==> src/rtl/core/crj_pkg.sv <==
// Shared types and constants of the control-flow unit.
package crj_pkg;

   // stack depth in bytes, a power of two; a byte lives at SP modulo the depth
   localparam int STACK_BYTES = 256;
   localparam int SLOT_W      = $clog2(STACK_BYTES);

   typedef enum logic [1:0] {
      FUNC_CALL = 2'd0,
      FUNC_RET  = 2'd1,
      FUNC_RST  = 2'd2,
      FUNC_JP   = 2'd3
   } func_type;

   typedef enum logic [1:0] {
      COND_ALWAYS = 2'd0,
      COND_ZERO   = 2'd1,
      COND_CARRY  = 2'd2
   } cond_type;

   typedef enum logic [1:0] {
      ST_IDLE,
      ST_PUSH_LO,
      ST_POP_HI,
      ST_POP_DONE
   } state_type;

   typedef struct packed {
      func_type func;
      logic     go;
   } decode_type;

   typedef struct packed {
      logic              en;
      logic              we;
      logic [SLOT_W-1:0] addr;
      logic [7:0]        wdata;
   } mem_req_type;

endpackage

==> src/rtl/core/crj_ifs.sv <==
// Request and response channel interfaces of the control-flow unit.
interface crj_req_if;
   logic        valid;
   logic        ready;
   logic [1:0]  func;
   logic [1:0]  cond_kind;
   logic        cond_negate;
   logic        zero_flag;
   logic        carry_flag;
   logic [15:0] target_address;
   logic [7:0]  restart_vector;

   modport source (output valid, func, cond_kind, cond_negate, zero_flag, carry_flag,
                   target_address, restart_vector, input ready);
   modport sink (input valid, func, cond_kind, cond_negate, zero_flag, carry_flag,
                 target_address, restart_vector, output ready);
endinterface

interface crj_rsp_if;
   logic        valid;
   logic        ready;
   logic [15:0] next_pc;
   logic [15:0] next_sp;
   logic        taken;

   modport source (output valid, next_pc, next_sp, taken, input ready);
   modport sink (input valid, next_pc, next_sp, taken, output ready);
endinterface

==> src/rtl/core/crj_stack_ram.sv <==
// Single-port synchronous RAM with registered read data.
module crj_stack_ram #(
   parameter int DEPTH = 256,
   parameter int WIDTH = 8
) (
   input  logic                     clock,
   input  logic                     en,
   input  logic                     we,
   input  logic [$clog2(DEPTH)-1:0] addr,
   input  logic [WIDTH-1:0]         wdata,
   output logic [WIDTH-1:0]         rdata
);

   logic [WIDTH-1:0] mem [DEPTH];
   logic [WIDTH-1:0] rdata_ff;

   always_ff @(posedge clock) begin
      if (en) begin
         if (we) begin
            mem[addr] <= wdata;
         end else begin
            rdata_ff <= mem[addr];
         end
      end
   end

   assign rdata = rdata_ff;

endmodule

==> src/rtl/core/crj_decode.sv <==
// Instruction decode: operation and condition evaluation.
module crj_decode (
   input  logic                 [1:0] func,
   input  logic                 [1:0] cond_kind,
   input  logic                       cond_negate,
   input  logic                       zero_flag,
   input  logic                       carry_flag,
   output crj_pkg::decode_type        dec
);

   crj_pkg::func_type op;
   logic              cond_ok;

   assign op = crj_pkg::func_type'(func);

   always_comb begin
      case (crj_pkg::cond_type'(cond_kind))
         crj_pkg::COND_ZERO:  cond_ok = zero_flag ^ cond_negate;
         crj_pkg::COND_CARRY: cond_ok = carry_flag ^ cond_negate;
         default:             cond_ok = 1'b1;  // always, and the unused code
      endcase
   end

   always_comb begin
      dec.func = op;
      dec.go   = (op == crj_pkg::FUNC_RST) ? 1'b1 : cond_ok;
   end

endmodule

==> src/rtl/core/crj_sequencer.sv <==
// PC/SP registers, stack access sequencer and response register.
module crj_sequencer (
   input  logic                         clock,
   input  logic                         reset,
   input  crj_pkg::decode_type          dec,
   input  logic                         req_valid,
   output logic                         req_ready,
   input  logic                  [15:0] target_address,
   input  logic                  [7:0]  restart_vector,
   output crj_pkg::mem_req_type         mem_req,
   input  logic                  [7:0]  mem_rdata,
   output logic                         rsp_valid,
   input  logic                         rsp_ready,
   output logic                  [15:0] next_pc,
   output logic                  [15:0] next_sp,
   output logic                         taken
);

   localparam int SW = crj_pkg::SLOT_W;

   crj_pkg::state_type state_ff, state_in;
   logic [15:0] pc_ff, pc_in;
   logic [15:0] sp_ff, sp_in;
   logic [7:0]  lo_ff, lo_in;     // pending return low byte, or popped low byte
   logic [15:0] tgt_ff, tgt_in;
   logic        out_valid_ff, out_valid_in;
   logic [15:0] out_pc_ff, out_sp_ff;
   logic        out_taken_ff;

   logic        acc;
   logic        load;
   logic [15:0] res_pc, res_sp;
   logic        res_taken;
   logic [15:0] pc_step, sp_dn1, sp_dn2, sp_up1, sp_up2;

   assign pc_step = pc_ff + 16'd2;
   assign sp_dn1  = sp_ff - 16'd1;
   assign sp_dn2  = sp_ff - 16'd2;
   assign sp_up1  = sp_ff + 16'd1;
   assign sp_up2  = sp_ff + 16'd2;

   // new request only in idle and when the response slot is free by the end of this cycle
   assign req_ready = (state_ff == crj_pkg::ST_IDLE) && (!out_valid_ff || rsp_ready);
   assign acc       = req_valid && req_ready;

   always_comb begin
      state_in = state_ff;
      case (state_ff)
         crj_pkg::ST_IDLE: begin
            if (acc) begin
               if (dec.func == crj_pkg::FUNC_RST ||
                   (dec.func == crj_pkg::FUNC_CALL && dec.go)) begin
                  state_in = crj_pkg::ST_PUSH_LO;
               end else if (dec.func == crj_pkg::FUNC_RET && dec.go) begin
                  state_in = crj_pkg::ST_POP_HI;
               end
            end
         end
         crj_pkg::ST_PUSH_LO:  state_in = crj_pkg::ST_IDLE;
         crj_pkg::ST_POP_HI:   state_in = crj_pkg::ST_POP_DONE;
         crj_pkg::ST_POP_DONE: state_in = crj_pkg::ST_IDLE;
         default:              state_in = crj_pkg::ST_IDLE;
      endcase
   end

   always_comb begin
      mem_req   = '0;
      load      = 1'b0;
      res_pc    = pc_ff;
      res_sp    = sp_ff;
      res_taken = 1'b0;
      pc_in     = pc_ff;
      sp_in     = sp_ff;
      lo_in     = lo_ff;
      tgt_in    = tgt_ff;
      case (state_ff)
         crj_pkg::ST_IDLE: begin
            if (acc) begin
               case (dec.func)
                  crj_pkg::FUNC_CALL: begin
                     if (dec.go) begin
                        mem_req.en    = 1'b1;
                        mem_req.we    = 1'b1;
                        mem_req.addr  = sp_dn1[SW-1:0];
                        mem_req.wdata = pc_step[15:8];
                        lo_in         = pc_step[7:0];
                        tgt_in        = target_address;
                     end else begin
                        load   = 1'b1;
                        res_pc = pc_step;
                        pc_in  = pc_step;
                     end
                  end
                  crj_pkg::FUNC_RST: begin
                     mem_req.en    = 1'b1;
                     mem_req.we    = 1'b1;
                     mem_req.addr  = sp_dn1[SW-1:0];
                     mem_req.wdata = pc_ff[15:8];
                     lo_in         = pc_ff[7:0];
                     tgt_in        = {8'h00, restart_vector};
                  end
                  crj_pkg::FUNC_RET: begin
                     if (dec.go) begin
                        mem_req.en   = 1'b1;
                        mem_req.addr = sp_ff[SW-1:0];
                     end else begin
                        load = 1'b1;
                     end
                  end
                  crj_pkg::FUNC_JP: begin
                     load      = 1'b1;
                     res_pc    = dec.go ? target_address : pc_step;
                     res_taken = dec.go;
                     pc_in     = res_pc;
                  end
                  default: ;
               endcase
            end
         end
         crj_pkg::ST_PUSH_LO: begin
            mem_req.en    = 1'b1;
            mem_req.we    = 1'b1;
            mem_req.addr  = sp_dn2[SW-1:0];
            mem_req.wdata = lo_ff;
            load          = 1'b1;
            res_pc        = tgt_ff;
            res_sp        = sp_dn2;
            res_taken     = 1'b1;
            pc_in         = tgt_ff;
            sp_in         = sp_dn2;
         end
         crj_pkg::ST_POP_HI: begin
            mem_req.en   = 1'b1;
            mem_req.addr = sp_up1[SW-1:0];
            lo_in        = mem_rdata;
         end
         crj_pkg::ST_POP_DONE: begin
            load      = 1'b1;
            res_pc    = {mem_rdata, lo_ff};
            res_sp    = sp_up2;
            res_taken = 1'b1;
            pc_in     = res_pc;
            sp_in     = sp_up2;
         end
         default: ;
      endcase
   end

   assign out_valid_in = load ? 1'b1 : (out_valid_ff && !rsp_ready);

   always_ff @(posedge clock) begin
      if (reset) begin
         state_ff     <= crj_pkg::ST_IDLE;
         pc_ff        <= 16'h0000;
         sp_ff        <= 16'h0000;
         out_valid_ff <= 1'b0;
      end else begin
         state_ff     <= state_in;
         pc_ff        <= pc_in;
         sp_ff        <= sp_in;
         out_valid_ff <= out_valid_in;
      end
   end

   always_ff @(posedge clock) begin
      lo_ff  <= lo_in;
      tgt_ff <= tgt_in;
      if (load) begin
         out_pc_ff    <= res_pc;
         out_sp_ff    <= res_sp;
         out_taken_ff <= res_taken;
      end
   end

   assign rsp_valid = out_valid_ff;
   assign next_pc   = out_pc_ff;
   assign next_sp   = out_sp_ff;
   assign taken     = out_taken_ff;

endmodule

==> src/rtl/core/call_return_jump_unit.sv <==
// Control-flow unit: CALL, RET, RST and JP over a PC, an SP and a byte stack.
//
// req_chan carries one instruction per request (valid/ready); rsp_chan returns
// one response per request with the PC and SP after it and the taken flag.
// Requests are taken only when the response register is empty or is being
// emptied in the same cycle, so a stalled receiver holds the unit after at
// most one finished response; that response stays stable until taken.
// Sequence per request, set by the single-port byte stack RAM:
//   JP, not-taken CALL, not-taken RET: idle only, response on the next cycle.
//   taken CALL, RST: idle, then ST_PUSH_LO (one write per stack byte).
//   taken RET: idle, ST_POP_HI, ST_POP_DONE (two reads, plus the registered
//   read data of the high byte).
// Back-to-back idle-only requests run at one per cycle while rsp ready is high.
// Reset (synchronous) clears PC, SP, the sequencer and the response valid.
// Stack RAM content is left as is; no clearing pass is run.
module call_return_jump_unit (
   input logic      clock,
   input logic      reset,
   crj_req_if.sink  req_chan,
   crj_rsp_if.source rsp_chan
);

   crj_pkg::decode_type  dec;
   crj_pkg::mem_req_type mem_req;
   logic [7:0]           mem_rdata;

   crj_decode u_decode (
      .func        (req_chan.func),
      .cond_kind   (req_chan.cond_kind),
      .cond_negate (req_chan.cond_negate),
      .zero_flag   (req_chan.zero_flag),
      .carry_flag  (req_chan.carry_flag),
      .dec         (dec)
   );

   crj_stack_ram #(
      .DEPTH (crj_pkg::STACK_BYTES),
      .WIDTH (8)
   ) u_stack_ram (
      .clock (clock),
      .en    (mem_req.en),
      .we    (mem_req.we),
      .addr  (mem_req.addr),
      .wdata (mem_req.wdata),
      .rdata (mem_rdata)
   );

   crj_sequencer u_sequencer (
      .clock          (clock),
      .reset          (reset),
      .dec            (dec),
      .req_valid      (req_chan.valid),
      .req_ready      (req_chan.ready),
      .target_address (req_chan.target_address),
      .restart_vector (req_chan.restart_vector),
      .mem_req        (mem_req),
      .mem_rdata      (mem_rdata),
      .rsp_valid      (rsp_chan.valid),
      .rsp_ready      (rsp_chan.ready),
      .next_pc        (rsp_chan.next_pc),
      .next_sp        (rsp_chan.next_sp),
      .taken          (rsp_chan.taken)
   );

endmodule

==> src/flat_wrapper.sv <==
// flat-port wrapper written by rule: the top's interface ports become plain ports
module call_return_jump_unit_flat 
  (clock, reset, req_chan_valid, req_chan_func, req_chan_cond_kind, req_chan_cond_negate, req_chan_zero_flag, req_chan_carry_flag, req_chan_target_address, req_chan_restart_vector, req_chan_ready, rsp_chan_valid, rsp_chan_next_pc, rsp_chan_next_sp, rsp_chan_taken, rsp_chan_ready);
  crj_req_if req_chan_i ();
  crj_rsp_if rsp_chan_i ();
  input logic clock;
  input logic reset;
  input wire logic [$bits(req_chan_i.valid)-1:0] req_chan_valid;
  input wire logic [$bits(req_chan_i.func)-1:0] req_chan_func;
  input wire logic [$bits(req_chan_i.cond_kind)-1:0] req_chan_cond_kind;
  input wire logic [$bits(req_chan_i.cond_negate)-1:0] req_chan_cond_negate;
  input wire logic [$bits(req_chan_i.zero_flag)-1:0] req_chan_zero_flag;
  input wire logic [$bits(req_chan_i.carry_flag)-1:0] req_chan_carry_flag;
  input wire logic [$bits(req_chan_i.target_address)-1:0] req_chan_target_address;
  input wire logic [$bits(req_chan_i.restart_vector)-1:0] req_chan_restart_vector;
  output wire logic [$bits(req_chan_i.ready)-1:0] req_chan_ready;
  output wire logic [$bits(rsp_chan_i.valid)-1:0] rsp_chan_valid;
  output wire logic [$bits(rsp_chan_i.next_pc)-1:0] rsp_chan_next_pc;
  output wire logic [$bits(rsp_chan_i.next_sp)-1:0] rsp_chan_next_sp;
  output wire logic [$bits(rsp_chan_i.taken)-1:0] rsp_chan_taken;
  input wire logic [$bits(rsp_chan_i.ready)-1:0] rsp_chan_ready;
  assign req_chan_i.valid = req_chan_valid;
  assign req_chan_i.func = req_chan_func;
  assign req_chan_i.cond_kind = req_chan_cond_kind;
  assign req_chan_i.cond_negate = req_chan_cond_negate;
  assign req_chan_i.zero_flag = req_chan_zero_flag;
  assign req_chan_i.carry_flag = req_chan_carry_flag;
  assign req_chan_i.target_address = req_chan_target_address;
  assign req_chan_i.restart_vector = req_chan_restart_vector;
  assign req_chan_ready = req_chan_i.ready;
  assign rsp_chan_valid = rsp_chan_i.valid;
  assign rsp_chan_next_pc = rsp_chan_i.next_pc;
  assign rsp_chan_next_sp = rsp_chan_i.next_sp;
  assign rsp_chan_taken = rsp_chan_i.taken;
  assign rsp_chan_i.ready = rsp_chan_ready;
  call_return_jump_unit u_core (.clock(clock), .reset(reset), .req_chan(req_chan_i), .rsp_chan(rsp_chan_i));
endmodule
==> config.mk <==
export PLATFORM = sky130hd
export DESIGN_NAME = call_return_jump_unit_flat
export DESIGN_NICKNAME = d
export VERILOG_FILES = /design/src/rtl/core/crj_pkg.sv /design/src/rtl/core/crj_ifs.sv /design/src/rtl/core/crj_stack_ram.sv /design/src/rtl/core/crj_decode.sv /design/src/rtl/core/crj_sequencer.sv /design/src/rtl/core/call_return_jump_unit.sv /design/src/flat_wrapper.sv
export SDC_FILE = /design/constraint.sdc
export NUM_CORES = 2
export LEC_CHECK = 0
export ABC_AREA = 1
export BUFFER_PORTS_ARGS = -buffer_cell sky130_fd_sc_hd__buf_2
export CORE_AREA = 2 2 557 559
export DETAILED_ROUTE_END_ITERATION = 8
export DIE_AREA = 0 0 559 561
export GPL_TIMING_DRIVEN = 0
export PLACE_DENSITY_LB_ADDON = 0.08
export SYNTH_ARGS = -nofsm -noshare
export SYNTH_HDL_FRONTEND = slang
export SYNTH_SLANG_ARGS = --single-unit
==> constraint.sdc <==
create_clock -name clock -period 24.3 [get_ports clock]
set_input_delay 2.43 -clock clock [delete_from_list [all_inputs] [get_ports clock]]
set_output_delay 2.43 -clock clock [all_outputs]
set_load 0.05 [all_outputs]
# After elaboration in Yosys (flattened, before gate mapping)
# Memory sizes are Yosys's and may differ from the RTL's. A register that Yosys moved wholly into a read port is not among the register bits.
# Cells that the tools add are included.
dict set report classes {
  div_mod_pow 0
  reduce_logical 20
  n_eq_ne 13
  mul 0
  shift 0
  mux 41
  bitwise 3
  magnitude_cmp 0
  n_addsub 5
}
# cell n
set ops {}
lappend ops {{one-hot mux 16 bit (2 select lines)} 3}
lappend ops {{2-to-1 mux 16 bit} 4}
lappend ops {{one-hot mux 8 bit (2 select lines)} 4}
lappend ops {{one-hot mux 16 bit (3 select lines)} 1}
lappend ops {{one-hot mux 8 bit (3 select lines)} 2}
lappend ops {{2-to-1 mux 18 bit} 2}
lappend ops {{adder 16 x 2 -> 16 bit (second input constant)} 2}
lappend ops {{2-to-1 mux 8 bit} 3}
lappend ops {{subtractor 16 x 2 -> 16 bit (second input constant)} 1}
lappend ops {{one-hot mux 1 bit (2 select lines)} 7}
lappend ops {{equality test 2 bit (second input constant)} 5}
lappend ops {{2-to-1 mux 1 bit} 10}
lappend ops {{adder 8 x 1 -> 8 bit (second input constant)} 1}
lappend ops {{AND reduction 4 bit} 2}
lappend ops {{subtractor 8 x 1 -> 8 bit (second input constant)} 1}
lappend ops {{equality test 2 x 1 -> 1 bit (second input constant)} 3}
lappend ops {{2-to-1 mux 2 bit} 3}
lappend ops {{inequality test 3 x 1 -> 1 bit (second input constant)} 2}
lappend ops {{one-hot mux 2 bit (3 select lines)} 1}
lappend ops {{OR reduction 2 bit} 3}
lappend ops {{logical AND 1 bit} 5}
lappend ops {{logical NOT 2 bit} 2}
lappend ops {{inequality test 2 bit (second input constant)} 2}
lappend ops {{AND reduction 2 bit} 2}
lappend ops {{other kinds (7)} 11}
dict set report totals {
  latchBits 0
  out_inout_bits 35
  ramBits 2048
  rom_bits 0
  inputBits 35
  mem_count 1
  regBits 92
  word_cells 92
}
# memory depth word_bits read_ports rd_clocked_by_memory_dff wr line
set memory_table {}
lappend memory_table {u_core.u_stack_ram.mem 256 8 1 1 1 crj_stack_ram.sv:14} ;# logic [WIDTH-1:0] mem [DEPTH];

# Depth between registers and ports, before layout
dict set report logic_depth {
  ltp_word 10
  ltp_mapped 25
  ltp_nobuf 23
}

# By module
# A second synthesis with hierarchy kept.
dict set report hier_totals {
  cells_unflattened 8753
  hier_area_um2 90561.9
}
# mod area_each_um2 seq_area_each_um2 instances cells_per_inst
set modules_own_cells {}
lappend modules_own_cells {crj_stack_ram 84835.1 61739.2 1 7960}
lappend modules_own_cells {crj_sequencer 5641.7 2362.3 1 776}
lappend modules_own_cells {crj_decode 85.1 0.0 1 17}

# Least setup slack after synthesis
# No wires, ideal clock.
dict set report synth_path {
  path_type {input-to-reg}
  start {input port req_chan_cond_kind[0]}
  end {memory u_core.u_stack_ram.mem[0][1] (data pin)}
  setup_slack_ps 8828
  required_ps 22113
  t_arrival_ps 13285
  path_stages 10
  cell_sequence {inv_1 > ha_1 > nand2_1 > nand3_1 > nand3_2 > buf_6 > nand2_1 > inv_1 > a22oi_1 > o21ai_0}
}
# item line
set synth_lines {}
lappend synth_lines {{from (decl)} flat_wrapper.sv:10} ;# input wire logic [$bits(req_chan_i.cond_kind)-1:0] req_chan_cond_kind;
lappend synth_lines {{to (decl)} crj_stack_ram.sv:14}

# Final worst setup path
dict set report layout_path {
  start {input port req_chan_func[1]}
  end {memory u_core.u_stack_ram.mem[218][4], enable pin}
}
dict set report layout_between {
  elab_chain_cells 9
}
# item line
set layout_lines {}
lappend layout_lines {{from (decl)} flat_wrapper.sv:9} ;# input wire logic [$bits(req_chan_i.func)-1:0] req_chan_func;
lappend layout_lines {{equality test 2 bit} {crj_decode.sv:26, crj_sequencer.sv:79}}
lappend layout_lines {{2-to-1 mux 1 bit} crj_decode.sv:26} ;# dec.go = (op == crj_pkg::FUNC_RST) ? 1'b1 : cond_ok;
lappend layout_lines {{2-to-1 mux 18 bit} crj_sequencer.sv:81} ;# if (dec.go) begin
lappend layout_lines {{one-hot mux 1 bit (2 select lines)} crj_sequencer.sv:79} ;# case (dec.func)
lappend layout_lines {{2-to-1 mux 18 bit *} crj_sequencer.sv:78} ;# if (acc) begin
lappend layout_lines {{one-hot mux 1 bit (2 select lines)} crj_sequencer.sv:76} ;# case (state_ff)
lappend layout_lines {{2-to-1 mux 1 bit} crj_stack_ram.sv:19} ;# if (we) begin
lappend layout_lines {{2-to-1 mux 1 bit} crj_stack_ram.sv:18} ;# if (en) begin
lappend layout_lines {{2-to-1 mux 1 bit (not written as such)} crj_stack_ram.sv:20} ;# mem[addr] <= wdata;
# Mark *: on every way between the ends. The rest lies on a longest branch, timed or not.

==> reports/results.tsv <==
metric	value	unit
cp-end-kind	flop	
combPwrFrac	0.304	
coreArea	307600	µm²
grt_max_degree	75	
cts_tree	built	
ys.flop_type	edfxtp_1	
worst_pin_slew	1655	ps
crit_family	simple AND/OR/NAND/NOR gates	
hold_viol	0	
wire_per_inst	45.05	µm
vdd_ir_drop_max	0.06021	mV
final_cell_mix	nand2_1 (5,075), edfxtp_1 (2,112), buf_2 (395), nor2_1 (342), clkbuf_16 (270)	
internal_power	6.943	mW
cts_sinks	2146	
die_height	561	µm
syn_avg_cell_area	10.16	µm²
critPathKind	in2reg	
htreeDepth	5	
drcViolationCount	0	
seq_power_share	0.357	
viasPerCell	5.591	
drive_gt1_frac	0.1303	
hold_path_class	reg2reg	
drt_iter0_drc	14290	
switchingPower	4.774	mW
dieWidth	559	µm
async_flop_share	0	
clkPwrFrac	0.339	
ant_nets	0	
critical-path-slowest-cell	nor2_1	
place_congestion	1.060	
skew	67.41	ps
syn_to_final_growth	20.71	%
timing.fmax	116.5	MHz
gr-total-overflow	0	
slew_headroom	-0.1036	
synth-edff-count	2112	
maxCapViolations	17	
ios	70	
antenna_found_initial	140	
power_density	105.7	nW/µm²
cts_buffer_depth	4	
routed_wl	630100	µm
period_needed	8585	ps
vias	78190	
start_util	0.2985	
portBuffers	68	
violations	max-capacitance violations, max-slew violations	
synth-seq-cells	2146	
setup_viol	0	
clk_pin_slew	60	ps
final_common_cell	nand2_1	
cts_resized	0	
nets	9656	
grt_pass1_wl	775300	µm
slowest_delay	1180	ps
cp.arrival	9170	ps
syn_area	91810	µm²
ys_warn_count	0	
drtPass1Iterations	6	
fin_area	110800	µm²
status	complete, but fails checks	
synth_cell_types	43	
post-route-period-util	0.3533	
worstPathMaxFanout	11	
hpwl	440600	µm
p_leak	44.22	nW
fin_tns_setup	0	ps
cts_hold_buf	0	
die_area	313600	µm²
dpl_cell_area	102300	µm²
ys_seq_area_frac	0.6982	
fill_cells	30920	
clk_latency	1010	ps
crit_required	24890	ps
grtUsageTotal	0.3912	
grt_pass1_vias	68110	
clockRootBuffer	clkbuf_16	
syn_nets	9089	
rows	204	
path_cells	buf_2 -> inv_1 -> ha_1 -> buf_2 -> inv_1 -> nand2_1 -> nand3_4 -> nand3_1 -> nand3_2 -> nor2_1 -> buf_2 -> inv_1 -> nor2_1 -> nand2_1 -> clkbuf_2 -> nor2_1	
numCtsBuffers	267	
syn_inst	9041	
crit_buf_inv	7	
post_cts_buffers	0	
start_kind	primary input	
rsz0062_at_grt	no	
sw_frac_of_total	0.4074	
finalMaxSlewViolations	142	
==> through the flow <==
step | std cells | worst slack (ps) | power, mW | hold slack, ps | utilization
2_1_floorplan | 9041 | 8828 | 5.509 | 494.4 | -
3_3_place_gp | 13230 | -11420 | 7.653 | 533.6 | 0.3164
3_5_place_dp | 13460 | 15220 | 7.567 | 544.6 | 0.3327
4_1_cts | 13920 | 16200 | 11.46 | 553.1 | 0.3596
5_1_grt | 13940 | 16060 | 11.75 | 582.2 | 0.3600
6_report | 13990 | 15720 | 11.72 | 559.0 | 0.3603
==> state kept, by name, summed over array words and instances, names as in the netlist <==
| signal | cells |
|---|---|
| u_core.u_stack_ram.mem | 2048 |
| u_core.u_sequencer.next_pc | 16 |
| u_core.u_sequencer.pc_ff | 16 |
| u_core.u_sequencer.tgt_ff | 16 |
| u_core.u_sequencer.next_sp | 15 |
| u_core.u_sequencer.sp_ff | 15 |
| u_core.u_sequencer.lo_ff | 8 |
| u_core.u_stack_ram.rdata | 8 |
| u_core.u_sequencer.state_ff | 2 |
| u_core.u_sequencer.rsp_valid | 1 |
| u_core.u_sequencer.taken | 1 |
==> final timing paths <==
path,start,endpoint,slack [ps],cells past startpoint
worst min-delay path,u_core.u_sequencer.sp_ff[1],u_core.u_sequencer.sp_ff[1],560,2
worst max register to register,u_core.u_sequencer.state_ff[0],u_core.u_stack_ram.mem[218][4],16770,15
worst max-delay path,req_chan_func[1],u_core.u_stack_ram.mem[218][4],15720,16
worst min register to register,u_core.u_sequencer.sp_ff[1],u_core.u_sequencer.sp_ff[1],560,2
==> Yosys cell counts, drive strengths merged (17+ instances only) <==
cell type,n,share of area
o21ai,129,0.0070
buf,355,0.020
nand4,26,0.0018
dfxtp,34,0.0074
inv,186,0.0076
nor2,526,0.022
nand2,5083,0.21
and2,17,0.0012
clkbuf,117,0.0048
a21oi,90,0.0049
a22oi,20,0.0018
nand3,240,0.013
edfxtp,2112,0.69
==> cell families after synthesis <==
| group | count (synthesis) | share of synthesized area |
|---|---|---|
| and+or+nand+nor | 5912 | 0.2478 |
| DFF | 2146 | 0.6982 |
| buffers and inverters | 658 | 0.03217 |
| AOI/OAI and AO/OA | 295 | 0.01851 |
| xor gates and xnor gates | 16 | 0.001526 |
| adders and majority gates | 13 | 0.001772 |
| other | 1 | 0.00004084 |
==> tightest hold or removal path: cells and delay by family, from the launching register on <==
family / cells / cell delay, ps
compound gates: 1 / 60
flops: 1 / 350
simple gates: 1 / 100
==> per-layer routing <==
| layer | vias up | GRT usage | wire length (µm) |
|---|---|---|---|
| li1 | 30910 | - | - |
| met1 | 39760 | 0.5198 | 251100 |
| met2 | 6127 | 0.5357 | 253400 |
| met3 | 1353 | 0.1356 | 80200 |
| met4 | 40 | 0.2559 | 45070 |
| met5 | - | 0.007530 | 298 |
==> area by class of cell <==
type / count / area [µm²] / share of cell area
repair buffers: 298 / 4676 / 0.04219
diodes: 58 / 145.1 / 0.001310
clock inverters: 127 / 1256 / 0.01134
well taps: 4120 / 5155 / 0.04651
flip-flops and latches: 2146 / 64100 / 0.5784
plain buffers: 472 / 2351 / 0.02121
multi-input cells: 6237 / 25410 / 0.2293
clock buffers: 341 / 7033 / 0.06346
inverters: 186 / 698.2 / 0.006300
==> power by group through the flow <==
stage / clock (mW) / sequential [mW] / combinational (mW)
6_report: 3.97 / 4.19 / 3.56
5_1_grt: 4.10 / 4.19 / 3.46
4_1_cts: 3.97 / 4.19 / 3.31
3_5_place_dp: 0 / 4.26 / 3.30
3_3_place_gp: 0 / 4.45 / 3.20
2_1_floorplan: 0 / 4.36 / 1.15
Power figures use the tool's default switching activity.
